===== src/rtl/genotype_weighted_row_accumulator_unit_assert.svh =====
// Assertion macros used by the accumulator RTL.
`ifndef GENOTYPE_WEIGHTED_ROW_ACCUMULATOR_UNIT_ASSERT_SVH
`define GENOTYPE_WEIGHTED_ROW_ACCUMULATOR_UNIT_ASSERT_SVH

// Same-cycle implication under asynchronous active-low reset.
`define GWRA_ASSERT_IMP(lbl, clk, rstn, ante, cons) \
  lbl: assert property (@(posedge clk) disable iff (!rstn) (ante) |-> (cons)) \
    else $error("gwra: same-cycle implication failed");

// Next-cycle implication under asynchronous active-low reset.
`define GWRA_ASSERT_NXT(lbl, clk, rstn, ante, cons) \
  lbl: assert property (@(posedge clk) disable iff (!rstn) (ante) |=> (cons)) \
    else $error("gwra: next-cycle implication failed");

`endif


===== src/rtl/gwra_pkg.sv =====
// ----------------------------------------------------------------------------
// gwra_pkg
// Types and constants of the genotype-weighted row accumulator.
// ----------------------------------------------------------------------------
package gwra_pkg;

  localparam int unsigned GWRA_ROWS_DEFAULT = 1024;
  localparam int unsigned SUM_W = 48;
  localparam int unsigned EXT_W = SUM_W + 2;

  typedef enum logic {
    OP_ACCUM = 1'b0,
    OP_READ  = 1'b1
  } opcode_e;

  localparam logic [1:0] GENO_ONE = 2'd1;
  localparam logic [1:0] GENO_TWO = 2'd2;

  localparam logic signed [SUM_W-1:0] SUM_MAX = {1'b0, {(SUM_W-1){1'b1}}};
  localparam logic signed [SUM_W-1:0] SUM_MIN = {1'b1, {(SUM_W-1){1'b0}}};

  typedef struct packed {
    opcode_e            opcode;
    logic [9:0]         row;
    logic signed [31:0] element;
    logic [1:0]         genotype;
  } item_t;

  typedef struct packed {
    logic [9:0]              row_index;
    logic signed [SUM_W-1:0] row_sum;
    logic                    saturated;
  } result_t;

  typedef struct packed {
    logic                    sat;
    logic signed [SUM_W-1:0] sum;
  } entry_t;

endpackage


===== src/rtl/gwra_clear.sv =====
// ----------------------------------------------------------------------------
// gwra_clear
// Sweeps every memory row once after reset so that all sums start at zero.
// ----------------------------------------------------------------------------
module gwra_clear #(
  parameter int unsigned ROWS = gwra_pkg::GWRA_ROWS_DEFAULT,
  localparam int unsigned AddrW = (ROWS > 1) ? $clog2(ROWS) : 1
) (
  input  logic             clk_i,
  input  logic             rst_ni,
  output logic             active_o,
  output logic [AddrW-1:0] addr_o
);
  import gwra_pkg::*;

  localparam logic [AddrW-1:0] LastAddr = AddrW'(ROWS - 1);

  logic             active_d, active_q;
  logic [AddrW-1:0] cnt_d, cnt_q;

  always_comb begin
    active_d = active_q;
    cnt_d    = cnt_q;
    if (active_q) begin
      if (cnt_q == LastAddr) begin
        active_d = 1'b0;
      end else begin
        cnt_d = cnt_q + 1'b1;
      end
    end
  end

  always_ff @(posedge clk_i or negedge rst_ni) begin
    if (!rst_ni) begin
      active_q <= 1'b1;
      cnt_q    <= '0;
    end else begin
      active_q <= active_d;
      cnt_q    <= cnt_d;
    end
  end

  assign active_o = active_q;
  assign addr_o   = cnt_q;

endmodule


===== config.mk =====
export PLATFORM = sky130hd
export DESIGN_NAME = gwra_clear
export DESIGN_NICKNAME = d
export VERILOG_FILES = /design/src/rtl/genotype_weighted_row_accumulator_unit_assert.svh /design/src/rtl/gwra_pkg.sv /design/src/rtl/gwra_clear.sv
export SDC_FILE = /design/constraint.sdc
export NUM_CORES = 1
export LEC_CHECK = 0
export BUFFER_PORTS_ARGS = -buffer_cell sky130_fd_sc_hd__buf_2
export CORE_AREA = 2 2 39 41
export CTS_CLUSTER_DIAMETER = 80
export DETAILED_ROUTE_END_ITERATION = 12
export DIE_AREA = 0 0 41 43
export PLACE_DENSITY_LB_ADDON = 0.08
export SETUP_SLACK_MARGIN = 0.05
export SLEW_MARGIN = 10
export SYNTH_ARGS = -nofsm -noshare
export SYNTH_HDL_FRONTEND = slang
export SYNTH_SLANG_ARGS = --single-unit
export TNS_END_PERCENT = 5

===== constraint.sdc =====
create_clock -name clk_i -period 2.2 [get_ports clk_i]
set_input_delay 0.44 -clock clk_i [delete_from_list [all_inputs] [get_ports clk_i]]
set_output_delay 0.44 -clock clk_i [all_outputs]
set_load 0.1 [all_outputs]

==> tab_implementation.tex, run 1 <==
\begin{tabular}{lr}
\hline
Metric & Value \\
\hline
\multicolumn{2}{l}{\textbf{Status}} \\
\quad Result of the run & complete, no violations \\
\multicolumn{2}{l}{\textbf{Power}} \\
\quad Share of total power consumed by net switching & 20.3\% \\
\quad Power Total & 342 uW \\
\quad Max rail drop VDD & 0.000310 V \\
\quad Power density over the cells & 510 nW/um\^{}2 \\
\quad Power spent charging and discharging nets & 69.6 uW \\
\quad Part of the power in registers & 59.0\% \\
\quad P\_int & 273 uW \\
\quad Combinational cell fraction of total power & 1.3\% \\
\quad Reported leakage power & 0.000321 uW \\
\quad Power share of the clock group & 39.6\% \\
\multicolumn{2}{l}{\textbf{Die}} \\
\quad IO Pins & 13 \\
\quad Area of the placeable core & 1380 sq um \\
\quad Y dimension of the die & 43 um \\
\quad Die Span X & 41 um \\
\quad Initial standard-cell utilization of the core & 40.7\% \\
\quad \# rows & 14 \\
\quad Area of the die & 1760 sq um \\
\multicolumn{2}{l}{\textbf{Timing}} \\
\quad Final Cycle Share & 79.4\% \\
\quad Unrepaired setup endpoints after global routing & false \\
\quad Fin Clk Skew & 0.00168 ns \\
\quad Endpoints failing hold & 0 \\
\quad Maximum achievable frequency & 0.573 GHz \\
\quad Tightest Pin Transition & 0.489 ns \\
\quad Number of setup violations in the final report & 0 \\
\quad Crit path time final & 1.75 ns \\
\quad Final-report max-slew violation count & 0 \\
\quad Post-Route Setup TNS & 0 ns \\
\quad Worst slew slack as a fraction of its limit & 67.6\% \\
\multicolumn{2}{l}{\textbf{Global route}} \\
\quad First-pass GRT wire length & 1750 um \\
\quad Initial antenna violation count & 0 \\
\quad Global routing usage summed across all routing layers & 14.6\% \\
\quad Via count of the first global-routing pass & 389 \\
\quad Maximum number of pins on one net before global-route repair & 12 \\
\quad GRT Residual Overflow & 0 \\
\multicolumn{2}{l}{\textbf{Logic synthesis}} \\
\quad Number of enable flip-flop cells after synthesis & 0 \\
\quad Yosys synthesis warning count & 0 \\
\quad Synthesized netlist cell count & 47 \\
\quad Commonest register cell after synthesis & sky130\_fd\_sc\_hd\_\_dfrtp\_1 \\
\quad Count of different cell masters after synthesis & 27 \\
\quad Mapped cell area & 563 sq um \\
\quad Part of the Yosys area used for sequential elements & 49.1\% \\
\quad Average cell area after synthesis & 12.0 sq um \\
\quad Synthesized flop and latch total & 11 \\
\quad Mapped Nets & 50 \\
\quad Share of flip-flops with an asynchronous set or reset & 100\% \\
\multicolumn{2}{l}{\textbf{Flow run}} \\
\quad Max-cap check violation count & 0 \\
\multicolumn{2}{l}{\textbf{Clock network}} \\
\quad Number of post-CTS setup repair buffers & 0 \\
\quad Post-cts sizing count & 0 \\
\quad Clock input transition at the sequential cells of the worst setup and hold paths & 0.07 ns \\
\quad Clock root cell & sky130\_fd\_sc\_hd\_\_clkbuf\_4 \\
\quad H-tree depth & 1 \\
\quad Clock Path Buffers & 2 \\
\quad CTS buffer count & 3 \\
\quad Clock network latency to the later pin of the worst-skew pair & 0.26 ns \\
\quad Count of hold buffers inserted by post-cts repair & 0 \\
\quad TritonCTS clock tree & built \\
\quad Clock tree sinks & 11 \\
\multicolumn{2}{l}{\textbf{Min path}} \\
\quad Class of the tightest hold or removal check & in -> async \\
\multicolumn{2}{l}{\textbf{Worst setup path}} \\
\quad Kind of start point of the critical path & register \\
\quad Longest individual stage delay on the worst path & 0.60 ns \\
\quad WP buf/inv & 1 \\
\quad Reg-to-reg setup timing slack & 0.59 ns \\
\quad Worst Path Class, Setup & reg -> out \\
\quad Arrival @ worst endpoint & 1.31 ns \\
\quad Cell Chain, Critical Path & buf\_2 \\
\quad Critical path peak fanout & 6 \\
\quad Required time of the critical path & 1.76 ns \\
\quad CP top delay family & flip-flops \\
\quad Endpoint kind of the worst setup timing path & primary output \\
\quad Slowest cell on the critical path & sky130\_fd\_sc\_hd\_\_dfstp\_2 \\
\multicolumn{2}{l}{\textbf{Route}} \\
\quad Antenna Violating Nets Remaining & 0 \\
\quad Vias post-DR & 435 \\
\quad Mean routed wirelength per cell & 13.2 um \\
\quad Routed wire length & 1040 um \\
\quad DRT iter0 DRCs & 10 \\
\quad Number of vias per cell after detailed routing & 5.51 \\
\quad Number of DRC violations after detailed routing & 0 \\
\quad DR pass1 iterations & 3 \\
\multicolumn{2}{l}{\textbf{Finish}} \\
\quad Share of final-layout standard cells stronger than drive strength 1 & 46.0\% \\
\quad Flip-flop and latch area & 279 sq um \\
\quad NumNets Final & 67 \\
\quad Total area of multi-input combinational cells & 283 sq um \\
\quad Growth of design area from synthesis to finish & 19.3\% \\
\quad Antenna cells & 0 \\
\quad Layout filler cell count & 132 \\
\multicolumn{2}{l}{\textbf{Placement}} \\
\quad Placer congestion estimate & 0.679 \\
\quad Placed wire-length estimate & 732 um \\
\quad Count of buffers from port buffering & 12 \\
\hline
\end{tabular}
cells in the final DEF, fill, tap and decap left out, types with 2 or more instances in the layout:
| cell | count |
|---|---|
| sky130_fd_sc_hd__clkbuf_4 | 3 |
| sky130_fd_sc_hd__a21oi_1 | 2 |
| sky130_fd_sc_hd__nor2_1 | 2 |
| sky130_fd_sc_hd__mux2_2 | 4 |
| sky130_fd_sc_hd__nand2_1 | 5 |
| sky130_fd_sc_hd__buf_2 | 12 |
| sky130_fd_sc_hd__nand3_1 | 2 |
| sky130_fd_sc_hd__dfrtp_1 | 8 |
| sky130_fd_sc_hd__xnor2_1 | 2 |
| sky130_fd_sc_hd__dfrtp_2 | 2 |
cell type report:
class | instances | area share (%)
timing repair buffer | 12 | 8.94
sequential | 11 | 41.5
inverter | 1 | 0.559
clock buffer | 4 | 3.91
multi-input combinational | 35 | 42.1
tap | 16 | 2.98
final timing paths:
kind	from	endpoint	cells past startpoint
setup / recovery	active_o	active_o	1
hold / removal	rst_ni	addr_o[5]	1
setup reg to reg	addr_o[0]	addr_o[1]	4
hold reg to reg	addr_o[0]	addr_o[0]	1
max in group asynchronous	rst_ni	active_o	1
min in group clk_i	addr_o[0]	addr_o[0]	1
cells by family after synthesis:
kind of cell	synth area share, %
AOI/OAI and AO/OA	15.6
buffers and inverters	0.666
and+or+nand+nor	18.7
DFF	49.1
adders and majority gates	2.22
xor gates and xnor gates	3.11
muxes	10.7
per-layer routing:
metal	GRT usage [%]	routed length, um	vias up
met5	0	0	-
met4	6.00	9	0
met3	3.14	53	2
met2	18.8	444	10
met1	23.1	534	208
li1	-	-	215
cell usage after synthesis, types with 2 or more instances:
library cell / n / area, sq um
sky130_fd_sc_hd__a21oi_1: 2 / 10.0
sky130_fd_sc_hd__dfrtp_1: 10 / 250
sky130_fd_sc_hd__mux2_2: 4 / 45.0
sky130_fd_sc_hd__nand2_1: 5 / 18.8
sky130_fd_sc_hd__nand3_1: 2 / 10.0
sky130_fd_sc_hd__nor2_1: 2 / 7.51
sky130_fd_sc_hd__xnor2_1: 2 / 17.5
power by group through the flow:
stage / logic (uW) / registers (uW) / clock network, uW
finish: 4.52 / 202 / 136
detailed placement: 4.76 / 206 / 0
CTS: 4.76 / 202 / 140
floorplan: 0.0000939 / 206 / 0
global placement: 4.84 / 206 / 0
global route: 5.55 / 202 / 154
stage by stage:
| stage | utilization (%) | instances | hold WS (ns) | setup WS, ns | area [sq um] |
|---|---|---|---|---|---|
| global placement | 46.7 | 75 | 0.324 | 0.593 | 646 |
| CTS | 48.6 | 79 | 0.0349 | 0.447 | 672 |
| detailed placement | 46.7 | 75 | 0.322 | 0.614 | 646 |
| floorplan | - | 47 | 0.144 | 0.118 | 566 |
| finish | 48.6 | 79 | 0.0356 | 0.454 | 672 |
| global route | 48.6 | 79 | 0.0433 | 0.412 | 672 |
registers in the layout (all words and copies together) (netlist names):
register / flops
active_o: 1
addr_o: 10
(Power assumes the default switching activity.)
==> inputs of run 2 (changes only) <==
clock period = 1.6 ns   (was 2.2 ns; I/O delays follow)
==> tab_implementation.tex, run 2 (synthesized netlist as in run 1, its figures left out) <==
\begin{tabular}{lr}
\hline
Metric & Value \\
\hline
\multicolumn{2}{l}{\textbf{Status}} \\
\quad Result of the run & complete, no violations \\
\multicolumn{2}{l}{\textbf{Global route}} \\
\quad GRT Residual Overflow & 0 \\
\quad Maximum number of pins on one net before global-route repair & 12 \\
\quad Global routing usage summed across all routing layers & 17.0\% \\
\quad Initial antenna violation count & 0 \\
\quad First-pass GRT wire length & 1980 um \\
\quad Via count of the first global-routing pass & 409 \\
\multicolumn{2}{l}{\textbf{Flow run}} \\
\quad Max-cap check violation count & 0 \\
\multicolumn{2}{l}{\textbf{Route}} \\
\quad Number of vias per cell after detailed routing & 5.41 \\
\quad DRT iter0 DRCs & 7 \\
\quad Routed wire length & 1180 um \\
\quad Antenna Violating Nets Remaining & 0 \\
\quad Mean routed wirelength per cell & 14.2 um \\
\quad Number of DRC violations after detailed routing & 0 \\
\quad Vias post-DR & 449 \\
\quad DR pass1 iterations & 4 \\
\multicolumn{2}{l}{\textbf{Power}} \\
\quad P\_int & 376 uW \\
\quad Max rail drop VDD & 0.000329 V \\
\quad Share of total power consumed by net switching & 20.3\% \\
\quad Reported leakage power & 0.000325 uW \\
\quad Power spent charging and discharging nets & 95.8 uW \\
\quad Power share of the clock group & 39.5\% \\
\quad Part of the power in registers & 58.8\% \\
\quad Power density over the cells & 607 nW/um\^{}2 \\
\quad Combinational cell fraction of total power & 1.7\% \\
\multicolumn{2}{l}{\textbf{Clock network}} \\
\quad CTS buffer count & 3 \\
\quad Clock input transition at the sequential cells of the worst setup and hold paths & 0.07 ns \\
\quad Clock network latency to the later pin of the worst-skew pair & 0.26 ns \\
\quad H-tree depth & 1 \\
\quad Clock tree sinks & 11 \\
\quad Clock Path Buffers & 2 \\
\quad TritonCTS clock tree & built \\
\quad Clock root cell & sky130\_fd\_sc\_hd\_\_clkbuf\_4 \\
\multicolumn{2}{l}{\textbf{Die}} \\
\quad Area of the placeable core & 1380 sq um \\
\quad \# rows & 14 \\
\quad Area of the die & 1760 sq um \\
\quad IO Pins & 13 \\
\quad Initial standard-cell utilization of the core & 40.7\% \\
\quad Y dimension of the die & 43 um \\
\quad Die Span X & 41 um \\
\multicolumn{2}{l}{\textbf{Finish}} \\
\quad Max FFs per register & 10 \\
\quad NumNets Final & 71 \\
\quad Share of final-layout standard cells stronger than drive strength 1 & 64.2\% \\
\quad Growth of design area from synthesis to finish & 38.0\% \\
\quad Highest-count cells in the layout ignoring fill and taps & 11 x sky130\_fd\_sc\_hd\_\_buf\_2, 8 x sky130\_fd\_sc\_hd\_\_dfrtp\_4, 4 x sky130\_fd\_sc\_hd\_\_nand2\_1 \\
\quad Final Instance Area & 777 sq um \\
\quad Antenna cells & 0 \\
\quad Most common library cell in the layout ignoring fill and taps & sky130\_fd\_sc\_hd\_\_buf\_2 \\
\quad Final design utilization & 56.1\% \\
\multicolumn{2}{l}{\textbf{Timing}} \\
\quad Final-report max-slew violation count & 0 \\
\quad Endpoints failing hold & 0 \\
\quad Fin Clk Skew & 0.000336 ns \\
\quad Unrepaired setup endpoints after global routing & true \\
\quad Post-Route Setup TNS & 0 ns \\
\quad Maximum achievable frequency & 0.650 GHz \\
\quad Worst slew slack as a fraction of its limit & 67.7\% \\
\quad Final Cycle Share & 96.2\% \\
\quad Number of setup violations in the final report & 0 \\
\quad Crit path time final & 1.54 ns \\
\quad Hold Worst Slack & 0.457 ns \\
\quad Least setup slack across all paths after layout & 0.0610 ns \\
\quad Tightest Pin Transition & 0.488 ns \\
\multicolumn{2}{l}{\textbf{Worst setup path}} \\
\quad Critical R2R Capture & addr\_o[9] \\
\quad Arrival @ worst endpoint & 1.69 ns \\
\quad Critical path origin & active\_o \\
\quad R2r startpoint & active\_o \\
\quad Endpoint kind of the worst setup timing path & register \\
\quad Worst Path Class, Setup & reg -> reg \\
\quad Kind of start point of the critical path & register \\
\quad Reg-to-reg setup timing slack & 0.06 ns \\
\quad Required time of the critical path & 1.75 ns \\
\quad End point of the critical path & addr\_o[9] \\
\quad Critical path peak fanout & 6 \\
\quad Reg2reg path depth & 3 \\
\multicolumn{2}{l}{\textbf{Placement}} \\
\quad Count of buffers from port buffering & 12 \\
\quad Pre-CTS WS & 0.0607 ns \\
\quad Placed wire-length estimate & 817 um \\
\quad Post-place instance area & 723 sq um \\
\quad Placer congestion estimate & 0.727 \\
\multicolumn{2}{l}{\textbf{Min path}} \\
\quad Class of the tightest hold or removal check & in -> async \\
\hline
\end{tabular}
==> run 2: changes by cell type in the layout (fill, tap and decap cells not counted), sizes merged <==
cell         previous run  this run
buf                    12        15
dlygate4sd3             0         1
==> run 2: layer usage <==
metal / wire [um] / vias up / track usage (%)
li1: - / 217 / -
met1: 586 / 221 / 26.2
met2: 523 / 9 / 20.6
met3: 52 / 2 / 4.19
met4: 14 / 0 / 10.0
met5: 0 / - / 0
==> run 2: power by group through the flow <==
stage	logic, uW	clock network (uW)	registers (uW)
2_1_floorplan	0.0000917	0	284
3_3_place_gp	6.87	0	284
3_5_place_dp	6.82	0	284
4_1_cts	8.69	200	277
5_1_grt	9.99	209	277
6_report	8.24	186	277
==> run 2: final cells by class <==
type | count | area [sq um]
Fill cell | 125 | 607
Sequential cell | 11 | 313
Inverter | 1 | 3.75
Multi-Input combinational cell | 35 | 307
Tap cell | 16 | 20.0
Timing Repair Buffer | 16 | 108
Clock buffer | 4 | 26.3
==> run 2: worst min path at each step <==
| stage | startpoint | endpoint | slack (ns) | depth (start not counted) |
|---|---|---|---|---|
| after floorplan | rst_ni | addr_o[2] | 0.02 | 0 |
| after global placement | rst_ni | addr_o[9] | 0.21 | 1 |
| after detailed placement | rst_ni | addr_o[7] | 0.21 | 1 |
| after CTS | rst_ni | addr_o[7] | 0.45 | 2 |
| after global routing | rst_ni | addr_o[1] | 0.49 | 2 |
| final | rst_ni | addr_o[7] | 0.46 | 2 |
==> run 2: stage by stage <==
stage / total power [uW] / instances
3_5_place_dp: 290 / 76
5_1_grt: 496 / 83
3_3_place_gp: 290 / 76
6_report: 472 / 83
4_1_cts: 486 / 82
2_1_floorplan: 284 / 47
==> run 2: timing repair <==
item,in CTS,in global routing
endpoints found under the setup margin,1,3
resized for setup,0,1
hold endpoints to repair,10,0
hold buffers,1,0
pin swaps,0,1
buffers inserted,1,1
==> run 2: worst max-delay path: stages, from the launching register on <==
cell	delay [ns]
sky130_fd_sc_hd__dfstp_4	0.66
sky130_fd_sc_hd__and4_4	0.27
sky130_fd_sc_hd__nor3b_2	0.19
sky130_fd_sc_hd__mux2_4	0.31
